$ cat src/design/gbfs_pkg.sv
package gbfs_pkg;

  // default grid edge length of the cell array
  localparam int GBFS_MAX_DIM = 32;

  // widths fixed by the request fields
  localparam int CMD_W   = 2;
  localparam int COORD_W = 6;
  localparam int DIST_W  = 10;

  // request commands
  localparam logic [CMD_W-1:0] CMD_BEGIN = 2'd0;
  localparam logic [CMD_W-1:0] CMD_BLOCK = 2'd1;
  localparam logic [CMD_W-1:0] CMD_RUN   = 2'd2;

  // control broadcast from the sequencer to every row cell
  typedef struct packed {
    logic               clear;    // drop all obstacles
    logic               mark;     // set obstacle at sel_row / sel_col
    logic               load;     // seed the wavefront at sel_row / sel_col
    logic               advance;  // grow the wavefront by one step
    logic [COORD_W-1:0] sel_row;
    logic [COORD_W-1:0] sel_col;
    logic [COORD_W-1:0] end_row;
    logic [COORD_W-1:0] end_col;
    logic [COORD_W-1:0] grid_h;
    logic [COORD_W-1:0] grid_w;
  } gbfs_ctrl_t;

endpackage

$ cat src/design/gbfs_row_cell.sv
module gbfs_row_cell #(
  parameter int MAX_DIM = gbfs_pkg::GBFS_MAX_DIM,
  parameter int ROW     = 0
) (
  input  logic                clk_i,
  input  logic                rst_ni,
  input  gbfs_pkg::gbfs_ctrl_t ctrl_i,
  input  logic [MAX_DIM-1:0]  reach_prev_i,
  input  logic [MAX_DIM-1:0]  reach_next_i,
  output logic [MAX_DIM-1:0]  reach_o,
  output logic                hit_o
);
  import gbfs_pkg::*;

  localparam int CMP_W = COORD_W + 1;
  localparam logic [CMP_W-1:0] ROW_NUM = CMP_W'(ROW + 1);

  logic [MAX_DIM-1:0] blk_q, blk_d;
  logic [MAX_DIM-1:0] reach_q, reach_d;
  logic [MAX_DIM-1:0] sel_col_oh, end_col_oh, col_en, nbr;
  logic               row_sel, row_end, row_en;

  // one-based column decode, values off the map match nothing
  always_comb begin
    for (int j = 0; j < MAX_DIM; j++) begin
      sel_col_oh[j] = ({1'b0, ctrl_i.sel_col} == CMP_W'(j + 1));
      end_col_oh[j] = ({1'b0, ctrl_i.end_col} == CMP_W'(j + 1));
      col_en[j]     = ({1'b0, ctrl_i.grid_w} >= CMP_W'(j + 1));
    end
  end

  assign row_sel = ({1'b0, ctrl_i.sel_row} == ROW_NUM);
  assign row_end = ({1'b0, ctrl_i.end_row} == ROW_NUM);
  assign row_en  = ({1'b0, ctrl_i.grid_h} >= ROW_NUM);

  // reached cells above, below, left and right
  assign nbr = reach_prev_i | reach_next_i | (reach_q << 1) | (reach_q >> 1);

  always_comb begin
    blk_d = blk_q;
    if (ctrl_i.clear) begin
      blk_d = '0;
    end else if (ctrl_i.mark && row_sel) begin
      blk_d = blk_q | sel_col_oh;
    end
  end

  always_comb begin
    reach_d = reach_q;
    if (ctrl_i.load) begin
      reach_d = row_sel ? sel_col_oh : '0;
    end else if (ctrl_i.advance) begin
      reach_d = reach_q | (nbr & col_en & ~blk_q & {MAX_DIM{row_en}});
    end
  end

  always_ff @(posedge clk_i or negedge rst_ni) begin
    if (!rst_ni) begin
      blk_q   <= '0;
      reach_q <= '0;
    end else begin
      blk_q   <= blk_d;
      reach_q <= reach_d;
    end
  end

  assign reach_o = reach_q;
  assign hit_o   = row_end & (|(reach_q & ~blk_q & end_col_oh));

endmodule

$ cat config.mk
export PLATFORM = sky130hd
export DESIGN_NAME = gbfs_row_cell
export DESIGN_NICKNAME = d
export VERILOG_FILES = /design/src/design/gbfs_pkg.sv /design/src/design/gbfs_row_cell.sv
export SDC_FILE = /design/constraint.sdc
export NUM_CORES = 1
export LEC_CHECK = 0
export BUFFER_PORTS_ARGS = -buffer_cell sky130_fd_sc_hd__buf_4
export CAP_MARGIN = 30
export CORE_MARGIN = 2
export CORE_UTILIZATION = 40
export DETAILED_ROUTE_END_ITERATION = 6
export MAX_ROUTING_LAYER = met4
export PLACE_DENSITY = 0.78
export RECOVER_POWER = 50
export SKIP_LAST_GASP = 1
export SLEW_MARGIN = 40
export SYNTH_ARGS = -nofsm -noshare
export SYNTH_HDL_FRONTEND = slang
export SYNTH_SLANG_ARGS = --single-unit
$ cat constraint.sdc
create_clock -name clk_i -period 4.41 [get_ports clk_i]
set_input_delay 0.882 -clock clk_i [delete_from_list [all_inputs] [get_ports clk_i]]
set_output_delay 0.882 -clock clk_i [all_outputs]
set_load 0.01 [all_outputs]
* After elaboration in Yosys (flattened, before gate mapping)
Cells that the tools add are included.
Operators by class: $mul 0, muxes and demuxes 5, equal/unequal tests 66, bitwise operators 12, magnitude comparators 33, div/mod/pow operators 0, reduce and logical (&&, ||, !) cells 4, shift operators 0, add/sub/neg operators 0
Operator list (number):
- 6-bit by 5-bit equality test with 1-bit output (second input constant) | 32
- 32-bit AND | 5
- 32-bit two-way mux | 5
- 32-bit OR | 4
- 6-bit by 4-bit equality test with 1-bit output (second input constant) | 16
- 6-bit by 5-bit >= comparator with 1-bit output (second input constant) | 16
- 6-bit by 3-bit equality test with 1-bit output (second input constant) | 8
- 6-bit by 4-bit >= comparator with 1-bit output (second input constant) | 8
- 32-bit inverter | 1
- 32-bit by 31-bit OR with 32-bit output | 1
- 32-bit OR reduction | 1
- 6-bit by 1-bit equality test with 1-bit output (second input constant) | 4
- 6-bit by 2-bit equality test with 1-bit output (second input constant) | 4
- 6-bit by 3-bit >= comparator with 1-bit output (second input constant) | 4
- 6-bit equality test (second input constant) | 2
- 6-bit by 1-bit >= comparator with 1-bit output (second input constant) | 2
- 6-bit by 2-bit >= comparator with 1-bit output (second input constant) | 2
- 6-bit >= comparator (second input constant) | 1
- 2-bit nonzero test | 2
- 1-bit AND | 1
- 1-bit logical AND | 1
Word-level totals: memories kept 0, bits in latches 0, flip-flop bits (word level) 64, memory bits (read-only) 0, bits in writable memories 0, output and inout bits 33

* Depth between registers and ports, before layout
depth in word-level cells 9, mapped depth 8, mapped depth without buffers 6

* Worst setup path before layout
Ideal clock, no wire load.
path kind input port to output port, from input ctrl_i[12] (netlist bit), to output hit_o, path slack 1386 ps, buffers on the path 2, cell stages on the path 8, arrival time 2142 ps, cell sequence clkbuf_1 -> clkbuf_1 -> nand3b_1 -> o311ai_0 -> o21ai_0 -> o2111ai_1 -> nand3_1 -> a21oi_1
On the way: cells in the longest elaborated chain, start to end 4
Ends and longest elaborated chain:
- from (decl) | RTL line gbfs_row_cell.sv:7 | input gbfs_pkg::gbfs_ctrl_t ctrl_i,
- 6-bit by 1-bit equality test with 1-bit output (tied with other cells) | RTL line gbfs_row_cell.sv:27 | end_col_oh[j] = ({1'b0, ctrl_i.end_col} == CMP_W'(j + 1));
- 32-bit AND (*) | RTL line gbfs_row_cell.sv:68 | assign hit_o = row_end & (|(reach_q & ~blk_q & end_col_oh));
- 32-bit OR reduction (*) | RTL line gbfs_row_cell.sv:68
- 1-bit AND (*) | RTL line gbfs_row_cell.sv:68
- to (decl) | RTL line gbfs_row_cell.sv:11 | output logic hit_o
Mark *: on every way between the ends. The rest lies on a longest branch, timed or not.

* Worst setup path after layout
from input ctrl_i[15] (netlist bit), to output hit_o
The elaborated chain is that of the path after synthesis.

==> results.ini <==
[placement]
post-dp-hpwl_um = 11320
dp.cells = 672
globalplace.congestion = 0.9250
port_buffers = 138

[run_status]
status = completed

[timing]
max-slew-margin-rel = 0.4928
fin_worst_skew_ps = 12.89
fin_crit_sh = 0.7052
rsz0062_at_grt = no
timing_max_transition_violations_final = 0
hold_violations = 0
worst_slew_pin_slew_ps = 760.8
hold_ws_ps = 507.1
finalSetupViolations = 0
setup_tns_ps = 0
clock.fmax_mhz = 321.6
final_critical_period_ps = 3110

[pwr]
total_power_uw = 1537
power_leakage_uw = 0.002125
cellPowerDensity_nw_per_um2 = 306.9
vdd_ir_drop_max_uv = 172.4

[grt]
overflow = 0
pin_count_of_the_biggest_net_entering_global_routing = 65
first_global_vias = 4260
grt_first_pass_wirelength_um = 23310
initial_antenna_violation_count = 0
groute.usage.overall = 0.3129

[floorplan]
effective_utilization_at_floorplan = 0.4095
placementRows = 35
dieHeight_um = 101.0
die_width_um = 101.0
ios = 139
fp.dieArea_um2 = 10210
floorplan.core_area_um2 = 9196

[min_path]
min-delay-path-class = flip-flop to flip-flop

[clock_tree]
cts_clock_pin_slew_for_the_worst_setup_and_hold_paths_ps = 70
htree_num_levels = 3
cts_root_buf = clkbuf_8
cts_resized = 0
postCtsHoldBufs = 0
clkSinkCount = 64
worstSkewPairLatency_ps = 350
cts_tree = yes
cts_max_path_buffers = 2
cts_setup_buffers = 0
cts-buffers-inserted = 9

[synth]
synth.lib_cells_used.distinct = 49
synthesis.area_um2 = 3766
synth-seq-cells = 64
ys_warn_count = 0
most_used_dff_post_synth = dfrtp_1
synth_seq_area_share = 0.4252
syn_avg_cell_area_um2 = 8.351
synth_enable_flop_cells = 0
synthArstFlopShare = 1.000
mappedNetlistNets = 557
post_synth_inst_count = 451

[detailed_routing]
post_dr_wirelength_cell_um = 22.17
drtIter0Drc = 387
wl_um = 15250
drt_drc_violations_left = 0
total_number_of_vias = 4346
drt-pass1-iter-count = 5
post_drt_via_cell_ratio = 6.317
postRouteAntennaNets = 0

[cells_and_area]
layout.cells.most_common_list = buf_4, dfrtp_1, a21oi_1
fin_nets = 678
diodes = 0
layout-drive-gt1-share = 0.2565
most_common_cell_after_layout_fill_and_taps_aside = buf_4
areaGrowthSynthToFinish_pct = 32.99
finish.cell_count_without_fillers = 688
fillerInstances = 873

[setup_path]
timing.critical_path.from_type = input pin
crit_fanout = 24
timing.critical_path.to_type = primary output
timing.critical_path.arrival_ps = 2230
timing.setup.critical_path_class = input pin to primary output
required_ps = 3530

[run]
max_cap_viol_count = 0

## cell type report
| class | count | area, um2 | share of cell area |
|---|---|---|---|
| multi-input combinational | 350 | 2019 | 0.4032 |
| sequential | 64 | 1602 | 0.3198 |
| timing repair buffer | 139 | 987.2 | 0.1971 |
| clock buffer | 12 | 155.1 | 0.03098 |
| tap | 111 | 138.9 | 0.02773 |
| clock inverter | 4 | 76.32 | 0.01524 |
| inverter | 8 | 30.03 | 0.005996 |
## layer usage
layer	global-route usage	wire, um	up-vias
li1	-	-	1961
met1	0.4047	6055	2065
met2	0.4969	7411	280
met3	0.06103	1407	40
met4	0.09979	378	0
met5	-	0	-
## cells in the mapped netlist (all sizes together) (12+ instances only)
master  number  area, um2
a31oi       12      75.07
nor3        30      166.4
a21oi       61      305.3
dfrtp       64       1602
clkbuf      23      86.33
nand2b      12      82.58
nand2       19      71.32
o21ai       15      75.07
nor4        33      212.7
o22ai       32      200.2
nor2        56      212.7
## flip-flops by register name (all words and copies together), names as in the netlist
signal,count
blk_q,32
reach_o,32
## kinds of logic after synthesis
group                  synth area share
and+or+nand+nor                  0.3166
AOI/OAI and AO/OA                0.2179
DFF                              0.4253
buffers and inverters           0.04020
## critical path, stage by stage
cell and delay [ps]:
buf_4 220, nor4b_1 360, a31oi_1 150, nand4_1 100, a211o_1 120, nand3_1 110
a21oi_1 150, buf_4 130
## final timing paths
kind,start,to,slack [ps],cells past startpoint
max,ctrl_i[15],hit_o,1300,8
min,blk_q[23],blk_q[23],510,2
min in group asynchronous,rst_ni,reach_o[23],520,1
min reg2reg,blk_q[23],blk_q[23],510,2
max reg2reg,reach_o[22],reach_o[23],3000,3
max in group asynchronous,rst_ni,reach_o[30],3440,1
## power breakdown
part | total (uW) | internal [uW] | switching (uW)
Clock | 585 | 350 | 234
Combinational | 299 | 140 | 160
Sequential | 653 | 611 | 42.2
Total | 1540 | 1100 | 436
## per-stage QoR
step / util / cell area (um2) / setup slack, ps
6_report: 0.5446 / 5009 / 1300
5_1_grt: 0.5446 / 5009 / 1127
4_1_cts: 0.5501 / 5059 / 1320
3_5_place_dp: 0.5249 / 4827 / 1323
3_3_place_gp: 0.5249 / 4827 / 1320
2_1_floorplan: - / 3766 / 1386
Power figures use the tool's default switching activity.
